**config.mk**
```make
export PLATFORM = sky130hd
export DESIGN_NAME = fht_ctrl
export DESIGN_NICKNAME = d
export VERILOG_FILES = /design/src/rtl/fht_pkg.sv /design/src/rtl/fht_ctrl.sv
export SDC_FILE = /design/constraint.sdc
export NUM_CORES = 1
export LEC_CHECK = 0
export BUFFER_PORTS_ARGS = -buffer_cell sky130_fd_sc_hd__buf_2
export CORE_AREA = 2 2 39 41
export CTS_BUF_LIST = sky130_fd_sc_hd__clkbuf_8
export CTS_CLUSTER_DIAMETER = 200
export CTS_CLUSTER_SIZE = 40
export DETAILED_ROUTE_END_ITERATION = 10
export DIE_AREA = 0 0 41 43
export PLACE_DENSITY_LB_ADDON = 0.12
export RECOVER_POWER = 100
export SLEW_MARGIN = 0
export SYNTH_ARGS = -nofsm -noshare
export SYNTH_HDL_FRONTEND = slang
export SYNTH_SLANG_ARGS = --single-unit
```
**constraint.sdc**
```tcl
create_clock -name clk_i -period 1.9 [get_ports clk_i]
set_input_delay 0.38 -clock clk_i [delete_from_list [all_inputs] [get_ports clk_i]]
set_output_delay 0.38 -clock clk_i [all_outputs]
set_load 0.005 [all_outputs]
```
**src/rtl/fht_pkg.sv**
```systemverilog
// Shared types and constants for the forwarding hash table.
// Used by the controller, datapath and top level; depends on nothing.
`default_nettype none

package fht_pkg;

  localparam int unsigned SLOTS_DEF  = 1024;
  localparam int unsigned KEY_W      = 32;
  localparam int unsigned LIMIT_W    = 7;
  localparam int unsigned PCT        = 100;
  localparam int unsigned HASH_SHIFT = 3;
  localparam int unsigned ENTRY_W    = 1 + 2 * KEY_W;
  localparam int unsigned PADDR_W    = 3;
  localparam int unsigned PDATA_W    = 32;

  localparam logic [LIMIT_W-1:0] LIMIT_RST = 7'd75;
  localparam logic [KEY_W-1:0]   ALL_ONES  = '1;

  // Register index, taken from paddr bit 2.
  localparam logic REG_LOAD_LIMIT = 1'b0;

  typedef enum logic [1:0] {
    OP_LOOKUP = 2'd0,
    OP_INSERT = 2'd1,
    OP_CLEAR  = 2'd2,
    OP_NOP    = 2'd3
  } op_e;

  typedef enum logic [1:0] {
    ST_OK   = 2'd0,
    ST_MISS = 2'd1,
    ST_FULL = 2'd2
  } status_e;

  typedef enum logic [1:0] {
    S_INIT,
    S_IDLE,
    S_PROBE,
    S_CLEAR
  } state_e;

  typedef struct packed {
    logic    load;
    logic    rd_home;
    logic    rd_next;
    logic    wr_entry;
    logic    wr_clear;
    logic    clr_start;
    logic    clr_step;
    logic    cnt_inc;
    logic    cnt_clear;
    logic    resp;
    logic    hit;
    status_e resp_status;
  } cmd_t;

  typedef struct packed {
    logic over_limit;
    logic key_reserved;
    logic slot_used;
    logic key_match;
    logic probe_last;
    logic clr_last;
  } sts_t;

endpackage

`default_nettype wire

```
**src/rtl/fht_ctrl.sv**
```systemverilog
// Controller state machine for the forwarding hash table.
// Depends on fht_pkg; drives datapath commands from datapath status.
`default_nettype none

module fht_ctrl (
  input  wire logic         clk_i,
  input  wire logic         rst_ni,
  input  wire logic         start_i,
  input  wire logic [1:0]   opcode_i,
  input  wire fht_pkg::sts_t sts_i,
  output fht_pkg::cmd_t     cmd_o,
  output logic              busy_o
);

  fht_pkg::state_e state_q, state_d;
  fht_pkg::op_e    op_q, op_d;
  fht_pkg::op_e    op_in;

  assign op_in = fht_pkg::op_e'(opcode_i);

  always_ff @(posedge clk_i or negedge rst_ni) begin
    if (!rst_ni) begin
      state_q <= fht_pkg::S_INIT;
      op_q    <= fht_pkg::OP_NOP;
    end else begin
      state_q <= state_d;
      op_q    <= op_d;
    end
  end

  always_comb begin
    state_d = state_q;
    op_d    = op_q;
    cmd_o   = '0;
    case (state_q)
      fht_pkg::S_INIT: begin
        cmd_o.wr_clear = 1'b1;
        cmd_o.clr_step = 1'b1;
        if (sts_i.clr_last) begin
          state_d = fht_pkg::S_IDLE;
        end
      end
      fht_pkg::S_IDLE: begin
        if (start_i) begin
          op_d = op_in;
          case (op_in)
            fht_pkg::OP_LOOKUP: begin
              if (sts_i.key_reserved) begin
                cmd_o.resp        = 1'b1;
                cmd_o.resp_status = fht_pkg::ST_MISS;
              end else begin
                cmd_o.load    = 1'b1;
                cmd_o.rd_home = 1'b1;
                state_d       = fht_pkg::S_PROBE;
              end
            end
            fht_pkg::OP_INSERT: begin
              if (sts_i.over_limit) begin
                cmd_o.resp        = 1'b1;
                cmd_o.resp_status = fht_pkg::ST_FULL;
              end else if (sts_i.key_reserved) begin
                cmd_o.resp        = 1'b1;
                cmd_o.resp_status = fht_pkg::ST_MISS;
              end else begin
                cmd_o.load    = 1'b1;
                cmd_o.rd_home = 1'b1;
                state_d       = fht_pkg::S_PROBE;
              end
            end
            fht_pkg::OP_CLEAR: begin
              cmd_o.clr_start = 1'b1;
              cmd_o.cnt_clear = 1'b1;
              state_d         = fht_pkg::S_CLEAR;
            end
            default: begin
              cmd_o.resp        = 1'b1;
              cmd_o.resp_status = fht_pkg::ST_OK;
            end
          endcase
        end
      end
      fht_pkg::S_PROBE: begin
        if (!sts_i.slot_used) begin
          cmd_o.resp = 1'b1;
          state_d    = fht_pkg::S_IDLE;
          if (op_q == fht_pkg::OP_INSERT) begin
            cmd_o.wr_entry    = 1'b1;
            cmd_o.cnt_inc     = 1'b1;
            cmd_o.resp_status = fht_pkg::ST_OK;
          end else begin
            cmd_o.resp_status = fht_pkg::ST_MISS;
          end
        end else if (sts_i.key_match) begin
          cmd_o.resp        = 1'b1;
          cmd_o.resp_status = fht_pkg::ST_OK;
          state_d           = fht_pkg::S_IDLE;
          if (op_q == fht_pkg::OP_INSERT) begin
            cmd_o.wr_entry = 1'b1;
          end else begin
            cmd_o.hit = 1'b1;
          end
        end else if (sts_i.probe_last) begin
          cmd_o.resp = 1'b1;
          state_d    = fht_pkg::S_IDLE;
          if (op_q == fht_pkg::OP_INSERT) begin
            cmd_o.resp_status = fht_pkg::ST_FULL;
          end else begin
            cmd_o.resp_status = fht_pkg::ST_MISS;
          end
        end else begin
          cmd_o.rd_next = 1'b1;
        end
      end
      fht_pkg::S_CLEAR: begin
        cmd_o.wr_clear = 1'b1;
        cmd_o.clr_step = 1'b1;
        if (sts_i.clr_last) begin
          cmd_o.resp        = 1'b1;
          cmd_o.resp_status = fht_pkg::ST_OK;
          state_d           = fht_pkg::S_IDLE;
        end
      end
      default: begin
        state_d = fht_pkg::S_IDLE;
      end
    endcase
  end

  assign busy_o = (state_q != fht_pkg::S_IDLE);

endmodule

`default_nettype wire

```
Yosys cells after proc, flatten, opt, wreduce, memory -nomap -nowiden

Cells that the tools add are included.

Word-level logic and storage cells: 70
Flip-flop bits (word level): 4

Equality and inequality tests: 12
Reductions and logical operators: 5
Muxes and demuxes: 51

Operator list:

| cell               | number |
|---|---|
| $mux 2             | 19 |
| $mux 1             | 25 |
| $pmux 2 s2         | 3 |
| $pmux 2 s3         | 2 |
| $eq 2x1->1 const B | 3 |
| $eq 2x2->1 const B | 3 |
| $pmux 1 s3         | 2 |
| $reduce_and 5->1   | 1 |
| $logic_not 2->1    | 2 |
| $ne 2x1->1 const B | 2 |
| $ne 4x1->1 const B | 1 |
| $ne 4x4->1 const B | 1 |
| $ne 3x3->1 const B | 1 |
| $ne 2x2->1 const B | 1 |
| $reduce_and 2->1   | 1 |
| $reduce_or 2->1    | 1 |

Depth between registers and ports, before layout

Gate-level depths: netlist of the first run.

Depth after elaboration: 6
Mapped depth: 6
Mapped depth without buffers: 6

Worst setup path before layout of the first run

Ideal clock, no wire load.

Path kind: input to register
From: input opcode_i[0]
To: register state_q[1]
Cell stages on the path: 6
Slack: 0.243 ns
Arrival time: 1.532 ns
Library setup time: 0.125 ns
Path through: inv_1 -> ha_1 -> o21a_1 -> a21oi_1 -> a2111o_1 -> mux2_4

Word-level cells in the longest chain between the ends: 4

RTL lines:

| what                               | line           | RTL |
|---|---|---|
| from (decl)                        | fht_ctrl.sv:9  | `input wire logic [1:0] opcode_i,` |
| $eq 2x2->1 (tied with other cells) | fht_ctrl.sv:46 | `case (op_in)` |
| $pmux 2 s3                         | fht_ctrl.sv:46 |  |
| $mux 2                             | fht_ctrl.sv:44 | `if (start_i) begin` |
| $pmux 2 s3                         | fht_ctrl.sv:35 | `case (state_q)` |
| to (signal assigned)               | fht_ctrl.sv:23 | `state_q <= fht_pkg::S_INIT;` |
| to (signal assigned)               | fht_ctrl.sv:26 | `state_q <= state_d;` |
| to (decl)                          | fht_ctrl.sv:15 | `fht_pkg::state_e state_q, state_d;` |

Several ways; a longest one is shown, not always the timed one. The select of a mux whose other input is x is not followed.
A chain may end at the register's enable or synchronous reset.

==> run_results.csv, run 1 <==
group,metric,value,unit
global_route,use_met3,7.330,%
pwr,p_leak,0.3969,nW
sta,fin_crit_sh,96.49,%
final_layout,final_layout_size_suffix_gt1_share,44.94,%
yosys,netlist_area,518.0,µm²
worst_setup_path,critPathMaxFanout,5,
placed_design,gp_congestion,0.7817,
routing,initialDrtViolationCount,1,
pwr,p_total,849.9,µW
worst_setup_path,arrival,1.45,ns
routing,route.detailed.drc,0,
floorplan,row_count,14,
floorplan,ios,25,
floorplan,die-height,43,µm
yosys,ys_types,26,
clock_tree,h-tree-depth,1,
floorplan,die_area,1763,µm²
clock_tree,clkLatencyLatePin,0.21,ns
routing,vias,495,
yosys,syn_area_per_cell,8.355,µm²
yosys,synthCells,62,
placed_design,dp.cells,100,
final_layout,final_cell_mix,"buf_2, ha_1, nor2_1, inv_1, nand2_1",
final_layout,finish.net_count,112,
sta,timing.hold.ws,0.4729,ns
sta,skew,0.002412,ns
sta,slew-limit-headroom,85.84,%
hold_path,hp-start,"op_q[0]",
sta,tns,0,ns
sta,maxSlewViolCount,0,
global_route,grt_usage,15.63,%
hold_path,hold_path_depth,2,
worst_setup_path,r2r_end,"state_q[1]",
pwr,p_per_area,1175,nW/µm²
hold_path,hp-class,"register to register",
final_layout,layout_commonest_cell,"buf_2",
clock_tree,clock_sinks,4,
placed_design,portBuffers,24,
run_status,status,"finished clean",
run,max-cap-violations,0,
global_route,grt_antenna_before_repair,0,
global_route,grt_pass1_vias,430,
routing,wl_per_cell,11.23,µm
global_route,grt_max_degree,8,
worst_setup_path,crit_type,"register to primary output",
worst_setup_path,cp.required,1.52,ns
worst_setup_path,startpoint_type,"register",
global_route,overflow,0,
clock_tree,clockBufferDepth,2,
floorplan,start_util,37.43,%
yosys,ys_seq_area_share,19.81,%
worst_setup_path,end_kind,"primary output",
yosys,syn_nets,83,
routing,routed_via_density,4.714,
sta,period_minus_slack,1.833,ns
floorplan,fp.dieW,41,µm
global_route,grt_busiest_layer,"met2",
routing,ant_nets,0,
worst_setup_path,ff2ff_setup_slack,0.21,ns
worst_setup_path,r2r_cells,4,
clock_tree,cts_tree,"built",
final_layout,fill_cells,138,
sta,tightest_slew,0.2123,ns
sta,finalSetupViolations,0,
global_route,grt_util_met1,21.50,%
clock_tree,clkTransAtPathRegs,0.03,ns
routing,routed_wl,1179,µm
final_layout,diodes,0,
yosys,synth-seq-cells,4,
final_layout,area_delta_synth_final,39.61,%
sta,final_hold_viol_count,0,
sta,timing.fmax,0.5455,GHz
routing,drtPass1Iterations,2,
global_route,grt_pass1_wl,1849,µm
global_route,grtUsageMet2,22.81,%
clock_tree,cts_root_buffer,"clkbuf_8",
clock_tree,cts_buffers,3,
floorplan,core,1384,µm²
yosys,yosys_warnings,0,
hold_path,holdPathEnd,"op_q[0]",
final_layout,stdcell_count,105,
pwr,irDropWorstVdd,0.9411,mV
placed_design,dpl.hpwl,972.9,µm
worst_setup_path,rr_startpoint,"state_q[0]",
-- cell families (layout without fill, tap and decap cells) --
kind of cell | Yosys count | in the layout | share of synthesized area, %
muxes | 2 | 2 | 4.830
buffers and inverters | 10 | 37 | 9.421
adders and majority gates | 10 | 10 | 24.15
DFF | 4 | 4 | 19.81
AOI/OAI and AO/OA | 14 | 14 | 18.36
and+or+nand+nor | 22 | 22 | 23.43
-- flip-flops by register name, indices dropped and copies added, names as in the netlist --
| register | cells |
|---|---|
| op_q | 2 |
| state_q | 2 |
-- worst max path at each step --
stage	startpoint	endpoint	depth (start not counted)
3_3_place_gp	opcode_i[0]	state_q[1]	7
3_5_place_dp	opcode_i[0]	state_q[1]	7
6_report	state_q[0]	cmd_o[1]	6
2_1_floorplan	opcode_i[0]	state_q[1]	6
5_1_grt	state_q[0]	cmd_o[1]	6
4_1_cts	state_q[1]	cmd_o[12]	6
-- report_power, final --
| part | leakage, nW | internal [mW] | switching, mW | total [mW] |
|---|---|---|---|---|
| clock | 0.0216 | 0.135 | 0.0429 | 0.178 |
| sequential | 0.0429 | 0.144 | 0.0361 | 0.181 |
| combinational | 0.332 | 0.249 | 0.243 | 0.491 |
| total | 0.397 | 0.528 | 0.322 | 0.850 |
-- through the flow --
| step | area [µm²] | util (%) | setup WS, ns |
|---|---|---|---|
| after global routing | 723.2 | 52.26 | -0.01391 |
| final | 723.2 | 52.26 | 0.06666 |
| after floorplan | 518.0 | - | 0.2429 |
| after detailed placement | 643.1 | 46.47 | 0.05456 |
| after CTS | 699.4 | 50.54 | 0.001683 |
| after global placement | 643.1 | 46.47 | 0.07584 |
-- layer usage --
layer	part of all wire, %	wire, µm
met5	0	0
met4	0	0
met2	46	548
met1	46	540
met3	7.6	90
-- critical path: stages, from the launching register on --
cell	delay (ns)
dfrtp_2	0.44
inv_2	0.09
ha_2	0.21
nand3b_1	0.11
o22a_1	0.19
nor2_1	0.09
buf_2	0.12
-- cell type report --
type                       count  area (µm²)  share of cell area (%)
multi-input combinational     48       387.9                   53.63
timing repair buffer          27       143.9                   19.90
sequential                     4       103.9                   14.36
clock buffer                   3       41.29                   5.709
inverter                       7       26.28                   3.633
tap                           16       20.02                   2.768
-- cell usage after synthesis --
library cell  number  area (µm²)
ha_1              10       125.1
dfstp_2            2       52.55
inv_1              7       26.28
a21bo_2            1       10.01
nor2_1             7       26.28
a21oi_1            3       15.01
nand2_1            6       22.52
a32oi_1            1       8.760
and3_1             1       6.260
a2111o_1           1       11.26
o21ai_1            3       15.01
mux2i_1            1       10.01
nor2b_1            2       12.51
o22a_1             1       8.760
nor2b_4            1       13.76
o21a_1             1       7.510
nand2b_1           2       12.51
and4_1             1       8.760
mux2_4             1       15.01
nand3b_1           1       7.510
o21ai_0            1       5.000
a31oi_1            1       6.260
buf_4              3       22.52
o21bai_1           1       7.510
and3_4             1       11.26
dfrtp_1            2       50.05
-- timing repair --
action,CTS,global route
setup endpoints to repair,5,5
hold endpoints to repair,2,0
resized for setup,2,5
hold buffers,1,0
setup buffers,0,1
pin swaps,0,1
(Power assumes the default switching activity.)
==> inputs of run 2 (changes only) <==
--- a/config.mk
+++ b/config.mk
@@ -5,13 +5,13 @@
 export SDC_FILE = /design/constraint.sdc
 export NUM_CORES = 1
 export LEC_CHECK = 0
-export BUFFER_PORTS_ARGS = -buffer_cell sky130_fd_sc_hd__buf_2
 export CORE_AREA = 2 2 39 41
 export CTS_BUF_LIST = sky130_fd_sc_hd__clkbuf_8
 export CTS_CLUSTER_DIAMETER = 200
 export CTS_CLUSTER_SIZE = 40
 export DETAILED_ROUTE_END_ITERATION = 10
 export DIE_AREA = 0 0 41 43
+export DONT_BUFFER_PORTS = 1
 export PLACE_DENSITY_LB_ADDON = 0.12
 export RECOVER_POWER = 100
 export SLEW_MARGIN = 0
==> run 2 against run 1 <==
Effect of this change:
- power fell by 15%
- critical path depth decreased by 1
- register-to-register slack got worse by 0.03 ns
- worst setup slack better by 0.038 ns
- worst hold slack worse by 0.46 ns
- clock-buffer cell count stayed put
- first-iteration DRC count rose to 6.0 times the previous value
- clock power up 2%
- fmax increased by 2.1%
- clock skew rose by 0.0028 ns
- cell area fell by 18%
- cell count fell by 24%
- critical path type unchanged
==> run_results.csv, run 2 (synthesis results as in run 1) <==
group,metric,value,unit
worst_setup_path,endpoint,"cmd_o[3]",
floorplan,fp.dieW,41,µm
clock_tree,clockBufferDepth,2,
final_layout,finish.net_count,86,
clock_tree,clkTransAtPathRegs,0.03,ns
final_layout,layout_commonest_cell,"ha_1",
pwr,power_frac_comb,49.7,%
sta,timing.fmax,0.5570,GHz
global_route,grt_pass1_wl,1566,µm
routing,drtPass1Iterations,4,
routing,wl_per_cell,13.26,µm
worst_setup_path,r2r_end,"state_q[1]",
routing,ant_nets,0,
routing,routed_wl,1061,µm
final_layout,reg.largest.list,"op_q: 2 flops, state_q: 2 flops",
worst_setup_path,cp.required,1.52,ns
floorplan,die_area,1763,µm²
worst_setup_path,r2r_cells,5,
worst_setup_path,rr_startpoint,"state_q[0]",
sta,skew,0.005198,ns
final_layout,final_layout_size_suffix_gt1_share,21.88,%
clock_tree,cts_root_buffer,"clkbuf_8",
routing,initialDrtViolationCount,6,
global_route,grt_max_degree,8,
worst_setup_path,arrival,1.42,ns
pwr,seq_power_share,25.1,%
sta,fin_crit_sh,94.49,%
run_status,status,"finished clean",
placed_design,post_dp_cell_area,515.5,µm²
worst_setup_path,end_kind,"primary output",
clock_tree,cts_tree,"built",
sta,slew-limit-headroom,86.70,%
placed_design,gp_congestion,0.7616,
pwr,p_per_area,1227,nW/µm²
worst_setup_path,crit_type,"register to primary output",
hold_path,hp-class,"primary input to async pin",
placed_design,portBuffers,0,
pwr,p_int,432.7,µW
floorplan,start_util,37.43,%
final_layout,fill_cells,149,
routing,route.detailed.drc,0,
routing,routed_via_density,5.288,
floorplan,core,1384,µm²
sta,period_minus_slack,1.795,ns
global_route,overflow,0,
floorplan,row_count,14,
final_layout,finalInstanceArea,590.6,µm²
clock_tree,h-tree-depth,1,
global_route,grt_usage,13.00,%
clock_tree,cts_buffers,3,
pwr,p_sw_share,40.29,%
sta,final_hold_viol_count,0,
sta,finalSetupViolations,0,
sta,grt_setup_unrepaired,"false",
pwr,irDropWorstVdd,0.6662,mV
floorplan,ios,25,
final_layout,diodes,0,
worst_setup_path,ff2ff_setup_slack,0.18,ns
pwr,p_leak,0.2820,nW
clock_tree,clkLatencyLatePin,0.22,ns
worst_setup_path,startpoint_type,"register",
run,max-cap-violations,0,
clock_tree,clock_sinks,4,
pwr,power_frac_clock,25.2,%
global_route,grt_pass1_vias,415,
floorplan,die-height,43,µm
global_route,grt_antenna_before_repair,0,
sta,tightest_slew,0.1975,ns
final_layout,area_delta_synth_final,14.01,%
sta,maxSlewViolCount,0,
final_layout,final_cell_mix,"ha_1, inv_1, nor2_1, nand2_1, clkbuf_8",
final_layout,fin_util,42.68,%
routing,vias,423,
worst_setup_path,critPathMaxFanout,7,
worst_setup_path,critPathLaunch,"state_q[1]",
pwr,p_sw,292.0,µW
placed_design,dpl.hpwl,900.3,µm
sta,tns,0,ns
==> run 2: cell types whose count changed in the layout (fill, tap and decap cells not counted), sizes merged <==
cell and delta:
clkbuf -1, inv +1, buf -25
==> run 2: per-layer routing <==
metal / vias up / GRT usage [%] / share of wire [%]
met1: 194 / 14.98 / 41
met3: 0 / 3.141 / 8.9
li1: 212 / - / -
met5: - / 0 / 0
met4: 0 / 6.000 / 0
met2: 17 / 21.25 / 50
==> run 2: area by class of cell <==
| class | instances | area [µm²] | area share (%) |
|---|---|---|---|
| clock buffer | 3 | 41.29 | 6.992 |
| clock inverter | 1 | 3.754 | 0.6356 |
| tap | 16 | 20.02 | 3.390 |
| multi-input combinational | 48 | 386.6 | 65.47 |
| timing repair buffer | 1 | 10.01 | 1.695 |
| inverter | 7 | 26.28 | 4.449 |
| sequential | 4 | 102.6 | 17.37 |
==> run 2: how the worst min path moves through the flow <==
stage,from,end,depth (start not counted)
after floorplan,rst_ni,state_q[0],0
after global placement,rst_ni,state_q[0],0
after detailed placement,rst_ni,state_q[1],0
after CTS,rst_ni,op_q[1],0
after global routing,rst_ni,op_q[1],0
final,rst_ni,op_q[1],0
==> run 2: timing repair <==
item                                    CTS  global route
pin swaps                                 0             0
endpoints found under the hold margin     2             0
setup buffers                             0             0
resized for setup                         1             7
endpoints found under the setup margin    2             5
hold buffers                              1             0
==> run 2: metrics by stage <==
| stage | total power, mW | hold slack, ns | cells | setup WS, ns |
|---|---|---|---|---|
| after global routing | 0.7930 | 0.002849 | 80 | 0.007978 |
| after CTS | 0.7324 | 0.007488 | 80 | 0.004100 |
| after floorplan | 0.4940 | 0.08441 | 62 | 0.2429 |
| after detailed placement | 0.5384 | 0.08452 | 75 | 0.1556 |
| after global placement | 0.5493 | 0.08451 | 75 | 0.1504 |
| final | 0.7248 | 0.01211 | 80 | 0.1046 |
==> run 2: critical path, stage by stage (launching register included) <==
cell and delay [ns]:
dfrtp_1 0.43, inv_2 0.10, ha_2 0.20, nand2_2 0.11
o21bai_1 0.19, a31oi_1 0.18
==> run 2: power groups by stage <==
stage | Clock [mW] | Sequential [mW] | Combinational [mW]
global route | 0.193 | 0.191 | 0.408
CTS | 0.188 | 0.176 | 0.368
global placement | 0 | 0.179 | 0.370
finish | 0.182 | 0.182 | 0.360
floorplan | 0 | 0.170 | 0.324
detailed placement | 0 | 0.177 | 0.361
